==> src/rtl/core/i2cbs_pkg.sv <==
// Shared types and constants for the I2C master bit sequencer.
package i2cbs_pkg;

  typedef enum logic [2:0] {
    FuncStart = 3'd0,
    FuncStop  = 3'd1,
    FuncWrite = 3'd2,
    FuncRead  = 3'd3,
    FuncTick  = 3'd4
  } func_e;

  typedef enum logic [1:0] {
    CmdStart = 2'd0,
    CmdStop  = 2'd1,
    CmdWrite = 2'd2,
    CmdRead  = 2'd3
  } cmd_e;

  localparam int unsigned BitsPerByte = 8;
  localparam logic [7:0]  MsbMask     = 8'b1000_0000;

  // Step numbers of the fixed pin-action sequences
  localparam logic [4:0] StepFirst     = 5'd1;
  localparam logic [4:0] StepSecond    = 5'd2;
  localparam logic [4:0] StepThird     = 5'd3;
  localparam logic [4:0] WrBitLast     = 5'(2 + 3 * BitsPerByte);
  localparam logic [4:0] WrAckRelease  = 5'd27;
  localparam logic [4:0] WrAckSample   = 5'd28;
  localparam logic [4:0] WrAckClkLow   = 5'd29;
  localparam logic [4:0] WrSdaHigh     = 5'd30;
  localparam logic [4:0] RdBitLast     = 5'(2 + 2 * BitsPerByte);
  localparam logic [4:0] RdDrive       = 5'd19;
  localparam logic [4:0] RdAckSet      = 5'd20;
  localparam logic [4:0] RdAckClkHigh  = 5'd21;
  localparam logic [4:0] RdAckClkLow   = 5'd22;

  typedef struct packed {
    logic [4:0] step;
    logic [3:0] bit_count;
    logic [7:0] shift_byte;
    cmd_e       cmd;
    logic       ack_request;
    logic       scl_out;
    logic       sda_out;
    logic       sda_input_mode;
    logic       ack_flag;
  } state_t;

  typedef struct packed {
    logic       scl_level;
    logic       sda_drive;
    logic       sda_release;
    logic       busy_res;
    logic       done_res;
    logic       ack_seen;
    logic [7:0] read_byte;
    logic       refused;
  } result_t;

  localparam state_t StateReset = '{
    step:           5'd0,
    bit_count:      4'd0,
    shift_byte:     8'd0,
    cmd:            CmdStart,
    ack_request:    1'b0,
    scl_out:        1'b1,
    sda_out:        1'b1,
    sda_input_mode: 1'b0,
    ack_flag:       1'b0
  };

endpackage

==> src/rtl/core/i2c_master_bit_sequencer.sv <==
// I2C master bit sequencer: input register, step logic, result register.
// A taken transaction is held in the input register, then its result is loaded into the result register.
// Throughput: one transaction per clock while the result stage is not stalled.
// Reset: asynchronous, active low, on state and valid flags; lines high, SDA driven, sequencer idle.
// Result stays until taken; input is stalled only when both stages are full.
module i2c_master_bit_sequencer (
  input  logic       clk_i,
  input  logic       rst_ni,
  input  logic       in_valid_i,
  output logic       in_stall_o,
  input  logic [2:0] func_i,
  input  logic [7:0] data_i,
  input  logic       send_ack_i,
  input  logic       sda_sample_i,
  output logic       out_valid_o,
  input  logic       out_stall_i,
  output logic       scl_level_o,
  output logic       sda_drive_o,
  output logic       sda_release_o,
  output logic       busy_res_o,
  output logic       done_res_o,
  output logic       ack_seen_o,
  output logic [7:0] read_byte_o,
  output logic       refused_o
);

  logic               in_valid_q;
  logic [2:0]         func_q;
  logic [7:0]         data_q;
  logic               send_ack_q;
  logic               sda_sample_q;
  logic               out_valid_q;
  i2cbs_pkg::state_t  state_q, state_d;
  i2cbs_pkg::result_t res_q, res_d;
  logic               out_free;
  logic               advance;
  logic               in_take;

  assign out_free   = ~out_valid_q | ~out_stall_i;
  assign advance    = in_valid_q & out_free;
  assign in_stall_o = in_valid_q & ~out_free;
  assign in_take    = in_valid_i & ~in_stall_o;

  i2cbs_step u_step (
    .state_i      (state_q),
    .func_i       (func_q),
    .data_i       (data_q),
    .send_ack_i   (send_ack_q),
    .sda_sample_i (sda_sample_q),
    .state_o      (state_d),
    .result_o     (res_d)
  );

  always_ff @(posedge clk_i or negedge rst_ni) begin
    if (!rst_ni) begin
      in_valid_q  <= 1'b0;
      out_valid_q <= 1'b0;
      state_q     <= i2cbs_pkg::StateReset;
    end else begin
      if (in_take) in_valid_q <= 1'b1;
      else if (advance) in_valid_q <= 1'b0;
      if (advance) begin
        out_valid_q <= 1'b1;
        state_q     <= state_d;
      end else if (out_free) begin
        out_valid_q <= 1'b0;
      end
    end
  end

  always_ff @(posedge clk_i) begin
    if (in_take) begin
      func_q       <= func_i;
      data_q       <= data_i;
      send_ack_q   <= send_ack_i;
      sda_sample_q <= sda_sample_i;
    end
    if (advance) res_q <= res_d;
  end

  assign out_valid_o   = out_valid_q;
  assign scl_level_o   = res_q.scl_level;
  assign sda_drive_o   = res_q.sda_drive;
  assign sda_release_o = res_q.sda_release;
  assign busy_res_o    = res_q.busy_res;
  assign done_res_o    = res_q.done_res;
  assign ack_seen_o    = res_q.ack_seen;
  assign read_byte_o   = res_q.read_byte;
  assign refused_o     = res_q.refused;

  // a finishing step always leaves the sequencer idle
  assert property (@(posedge clk_i) disable iff (!rst_ni)
    out_valid_o && done_res_o |-> !busy_res_o && !refused_o)
    else $error("done result while still busy or refused");

  assert property (@(posedge clk_i) disable iff (!rst_ni)
    out_valid_o && (ack_seen_o || read_byte_o != 8'd0) |-> done_res_o)
    else $error("ack or read data outside a finishing step");

  assert property (@(posedge clk_i) disable iff (!rst_ni)
    out_valid_o |-> busy_res_o == (state_q.step != 5'd0))
    else $error("busy flag disagrees with sequencer step");

  assert property (@(posedge clk_i) disable iff (!rst_ni)
    in_valid_q && out_valid_q && out_stall_i |=> in_valid_q && $stable(state_q))
    else $error("state moved while result stage was stalled");

endmodule

==> src/rtl/core/i2cbs_step.sv <==
// Next-state and result logic for one transaction of the bit sequencer.
module i2cbs_step (
  input  i2cbs_pkg::state_t  state_i,
  input  logic [2:0]         func_i,
  input  logic [7:0]         data_i,
  input  logic               send_ack_i,
  input  logic               sda_sample_i,
  output i2cbs_pkg::state_t  state_o,
  output i2cbs_pkg::result_t result_o
);

  always_comb begin
    i2cbs_pkg::state_t st;
    logic       last;
    logic       done;
    logic       refused;
    logic       ack_out;
    logic [7:0] rd_out;
    logic [4:0] s;
    logic [5:0] wr_base;

    st      = state_i;
    last    = 1'b0;
    done    = 1'b0;
    refused = 1'b0;
    ack_out = 1'b0;
    rd_out  = 8'd0;
    s       = state_i.step;
    // write data phase 0 sits at step 3 + 3 * bit_count
    wr_base = {1'b0, state_i.bit_count, 1'b0} + {2'b00, state_i.bit_count} + 6'd3;

    if (func_i <= i2cbs_pkg::FuncRead) begin
      if (state_i.step != 5'd0) begin
        refused = 1'b1;
      end else begin
        st.cmd         = i2cbs_pkg::cmd_e'(func_i[1:0]);
        st.step        = i2cbs_pkg::StepFirst;
        st.bit_count   = 4'd0;
        st.shift_byte  = (func_i == i2cbs_pkg::FuncWrite) ? data_i : 8'd0;
        st.ack_request = send_ack_i;
        if (func_i == i2cbs_pkg::FuncWrite) st.ack_flag = 1'b0;
      end
    end else if (func_i == i2cbs_pkg::FuncTick && state_i.step != 5'd0) begin
      case (state_i.cmd)
        i2cbs_pkg::CmdStart: begin
          if (s == i2cbs_pkg::StepFirst) st.sda_out = 1'b1;
          else if (s == i2cbs_pkg::StepSecond) st.scl_out = 1'b1;
          else if (s == i2cbs_pkg::StepThird) st.sda_out = 1'b0;
          else begin
            st.scl_out = 1'b0;
            last = 1'b1;
          end
        end
        i2cbs_pkg::CmdStop: begin
          if (s == i2cbs_pkg::StepFirst) st.scl_out = 1'b0;
          else if (s == i2cbs_pkg::StepSecond) st.sda_out = 1'b0;
          else if (s == i2cbs_pkg::StepThird) st.scl_out = 1'b1;
          else begin
            st.sda_out = 1'b1;
            last = 1'b1;
          end
        end
        i2cbs_pkg::CmdWrite: begin
          if (s == i2cbs_pkg::StepFirst) st.sda_input_mode = 1'b0;
          else if (s == i2cbs_pkg::StepSecond) st.scl_out = 1'b0;
          else if (s <= i2cbs_pkg::WrBitLast) begin
            if ({1'b0, s} == wr_base) begin
              st.sda_out    = |(state_i.shift_byte & i2cbs_pkg::MsbMask);
              st.shift_byte = {state_i.shift_byte[6:0], 1'b0};
            end else if ({1'b0, s} == wr_base + 6'd1) begin
              st.scl_out = 1'b1;
            end else begin
              st.scl_out   = 1'b0;
              st.bit_count = state_i.bit_count + 4'd1;
            end
          end else if (s == i2cbs_pkg::WrAckRelease) st.sda_input_mode = 1'b1;
          else if (s == i2cbs_pkg::WrAckSample) begin
            st.scl_out  = 1'b1;
            st.ack_flag = ~sda_sample_i;
          end else if (s == i2cbs_pkg::WrAckClkLow) st.scl_out = 1'b0;
          else if (s == i2cbs_pkg::WrSdaHigh) st.sda_out = 1'b1;
          else begin
            st.sda_input_mode = 1'b0;
            last = 1'b1;
          end
        end
        i2cbs_pkg::CmdRead: begin
          if (s == i2cbs_pkg::StepFirst) st.scl_out = 1'b0;
          else if (s == i2cbs_pkg::StepSecond) st.sda_input_mode = 1'b1;
          else if (s <= i2cbs_pkg::RdBitLast) begin
            // odd steps raise SCL and sample, even steps lower it
            if (s[0]) begin
              st.scl_out    = 1'b1;
              st.shift_byte = {state_i.shift_byte[6:0], sda_sample_i};
            end else begin
              st.scl_out   = 1'b0;
              st.bit_count = state_i.bit_count + 4'd1;
            end
          end else if (s == i2cbs_pkg::RdDrive) st.sda_input_mode = 1'b0;
          else if (s == i2cbs_pkg::RdAckSet) begin
            if (state_i.ack_request) st.sda_out = 1'b0;
          end else if (s == i2cbs_pkg::RdAckClkHigh) st.scl_out = 1'b1;
          else if (s == i2cbs_pkg::RdAckClkLow) st.scl_out = 1'b0;
          else begin
            st.sda_out = 1'b1;
            last = 1'b1;
          end
        end
        default: begin
          last = 1'b1;
        end
      endcase

      if (last) begin
        done = 1'b1;
        if (state_i.cmd == i2cbs_pkg::CmdWrite) ack_out = st.ack_flag;
        if (state_i.cmd == i2cbs_pkg::CmdRead) rd_out = st.shift_byte;
        st.step = 5'd0;
      end else begin
        st.step = s + 5'd1;
      end
    end

    state_o              = st;
    result_o.scl_level   = st.scl_out;
    result_o.sda_drive   = st.sda_out;
    result_o.sda_release = st.sda_input_mode;
    result_o.busy_res    = (st.step != 5'd0);
    result_o.done_res    = done;
    result_o.ack_seen    = ack_out;
    result_o.read_byte   = rd_out;
    result_o.refused     = refused;
  end

endmodule
==> config.mk <==
export PLATFORM = sky130hd
export DESIGN_NAME = i2c_master_bit_sequencer
export DESIGN_NICKNAME = d
export VERILOG_FILES = /design/src/rtl/core/i2cbs_pkg.sv /design/src/rtl/core/i2c_master_bit_sequencer.sv /design/src/rtl/core/i2cbs_step.sv
export SDC_FILE = /design/constraint.sdc
export NUM_CORES = 1
export LEC_CHECK = 0
export BUFFER_PORTS_ARGS = -buffer_cell sky130_fd_sc_hd__buf_2
export CAP_MARGIN = 15
export CORE_UTILIZATION = 41
export DETAILED_ROUTE_END_ITERATION = 8
export HOLD_SLACK_MARGIN = 0.12
export SLEW_MARGIN = 20
export SYNTH_ARGS = -nofsm -noshare
export SYNTH_HDL_FRONTEND = slang
export SYNTH_SLANG_ARGS = --single-unit
==> constraint.sdc <==
create_clock -name clk_i -period 2.9 [get_ports clk_i]
set_clock_uncertainty 0.05 [all_clocks]
set_input_delay 0.58 -clock clk_i [delete_from_list [all_inputs] [get_ports clk_i]]
set_output_delay 0.58 -clock clk_i [all_outputs]
set_load 0.005 [all_outputs]
==> metrics <==
EDFF count, synth 28; combinational share of power 0.520; Slew HR 0.5542; Post-Synthesis Cells 373; routability cong. about 0.91; kind of critical path flip-flop to flip-flop; Tcrit/Tclk final 0.9924; Ant. Diodes 0; detailed placement HPWL ~6900 um; Synth Register Bits 54; total gr overflow 0; Worst Max-Slew Pin Slew 0.6687 ns; critical path's top delay family simple AND/OR/NAND/NOR gates; status complete, no violations; CTS Hold Bufs 0; Hold WS 0.2301 ns; final setup vio count 0; initial antenna violation count 0; DR iter-0 viols 270; CTS Sinks 54; First-pass DRT Iterations 5; RSZ-0062 raised after global routing yes; count leader, synth nand2_1; All-Layer GR Usage 0.2181; Tmin final roughly 2.9 ns; met3 usage 0.03828; Hold Crit Class input port to asynchronous set/reset pin; reg2reg start state_q[17]$_DFFE_PN0P_; syn_nets 402; P_sw 1.442 mW; sw frac 0.4211; total CTS buffers 5; core area 8341 sq um; part of the power in registers 0.323; DIE AREA 9093 sq um; Rows 33; Startpoint Class flip-flop; Worst-Skew Late Latency 0.32 ns; Synth area leader edfxtp_1; top cells by count, synth nand2_1 (42), edfxtp_1 (28), nor2_1 (27), o21ai_0 (25); post-synth cell types 61; Worst Path Arrival 3.00 ns; Post-synth ARST share 0.4815; clock slew at reported path FFs ~0.11 ns; Longest Clk Path Bufs 2; Warnings, synthesis 0; Top Ports 34; Clock power frac 0.157; global routing usage on met1 0.3117; Fin. Hold Viols 0; Root Buffer clkbuf_8; Synth area leaders edfxtp_1 (24%), dfrtp_1 (17%), nand2_1 (4.4%); leak pwr 1.826 nW; layout cells sized above 1 0.2841; Critical Path, Cell by Cell buf_4, ha_4, ha_4, xnor3_2, nand2_2, nor4_4, buf_4, and4_1, o31ai_2, a32o_1, a21oi_1; met2 usage 0.3363; CP peak stage delay 0.42 ns; first-pass GRT wire length roughly 15,000 um; Final Util 0.5255; synthesized area per cell 9.580 sq um; max cap viols 0; CP Max Fanout 5; cell area after layout 4383 sq um; Net count, final 468; Mapped Area 3573 sq um; drt wl/cell 17.15 um; dpl cell area 4158 sq um; Final TNS setup 0 ns; WL final 9349 um; # DRC 0; Layout area overhead 22.65%; PwrDens 781.5 nW/um^2; ys flop type edfxtp_1; Int Power between 1.5 and 2 mW; share of the synthesized area in the top cell type 0.2353; Port Buffer Count 33; routed vias/inst 5.908; final antenna-violating net count 0; Max Clk Rate 0.3475 GHz; largest net degree at the start of global routing 27; vias in the first global route 2,987; Final Slew Violations 0; Die H roughly 95 um; GR peak layer met2; H-tree depth 2; Peak VDD IR 306.2 uV; Max stage delay cell, worst path dfrtp_1; Initial Util 0.4284; CP Data Required Time 3.02 ns; power consumption 3.425 mW; Critical path origin state_q[17]$_DFFE_PN0P_; Crit path buffers/inverters 2; post-synthesis sequential area ratio 0.4181; Die W between 90 and 100 um; CP Capture Type flip-flop; TritonCTS clock tree built; vias post-DR 3,220
## metrics by stage
step,setup WS [ns],std cells
3_3_place_gp,0.01623,536
3_5_place_dp,-0.03341,536
6_report,0.02212,545
5_1_grt,-0.1248,545
2_1_floorplan,0.009769,373
4_1_cts,0.001840,544
## registers in the layout (all words and copies together), names as in the netlist, 3 cells and up
signal	flops
func_q	3
data_q	8
state_q	24
read_byte_o	8
## final cells by class
type                    count  area [sq um]
clock buffers               5         68.82
clock inverters             3         47.55
fillers                   795          3958
inverters                  19         71.32
multi-input cells         280          2051
flip-flops and latches     54          1495
well taps                 105         131.4
repair buffers             79         518.0
## worst paths after layout
check	to	slack [ns]	cells after the start
min	state_q[21]$_DFFE_PN0P_	0.23	1
max reg2reg	sda_drive_o$_DFFE_PP_	0.02	11
max	sda_drive_o$_DFFE_PP_	0.02	11
min in group clk_i	func_q[2]$_DFFE_PP_	0.38	1
min reg2reg	state_q[4]$_DFFE_PN0P_	0.44	1
max in group asynchronous	state_q[16]$_DFFE_PN0P_	2.10	1
## power groups by stage
stage / clock [mW] / sequential (mW) / combinational (mW)
after CTS: 0.548 / 1.10 / 1.70
after global routing: 0.580 / 1.13 / 1.96
after detailed placement: 0 / 1.12 / 1.68
after floorplan: 0 / 1.05 / 1.16
final: 0.536 / 1.11 / 1.78
after global placement: 0 / 1.11 / 1.68
## cells in the final DEF, fill, tap and decap left out, drive strengths merged, types with 2 or more instances in the layout
cell	n
o21ai	25
buf	79
o41ai	5
o31ai	5
o211ai	4
o22ai	2
and2	4
clkbuf	5
nand2b	7
nor4	3
nor2	28
nand3	8
a32o	2
ha	12
dfstp	2
xor2	3
a21o	3
nor3b	5
or4b	3
a21oi	24
nor3	9
edfxtp	28
xnor2	2
a31oi	7
xnor3	2
o221ai	2
or3	5
or4	3
nor2b	7
mux2	5
nand2	42
a22o	16
a2111oi	2
inv	20
mux2i	12
a311oi	2
dfrtp	24
a41oi	6
## timing repair
action / CTS / global route
pin swaps: 0 / 11
setup buffers: 0 / 1
setup endpoints to repair: 10 / 24
gates resized for setup: 2 / 21
## kinds of logic (layout without fill, tap and decap cells)
group           count (synthesis)  in the layout  share of synthesized area
xor+xnor                        7              7                    0.02696
buf+inv                        39            106                    0.04272
fa+ha+maj                      12             12                    0.04202
mux                            17             17                    0.04937
flops                          54             54                     0.4181
compound gates                115            115                     0.2297
simple gates                  129            129                     0.1912
## metal layers
layer,part of all wire,vias to the layer above,routed length [um]
met3,0.061,20,567
met5,0,-,0
met4,0.023,0,219
met2,0.45,136,4235
met1,0.46,1531,4327
li1,-,1533,-
Note: power is estimated with default switching activity, not from simulation.
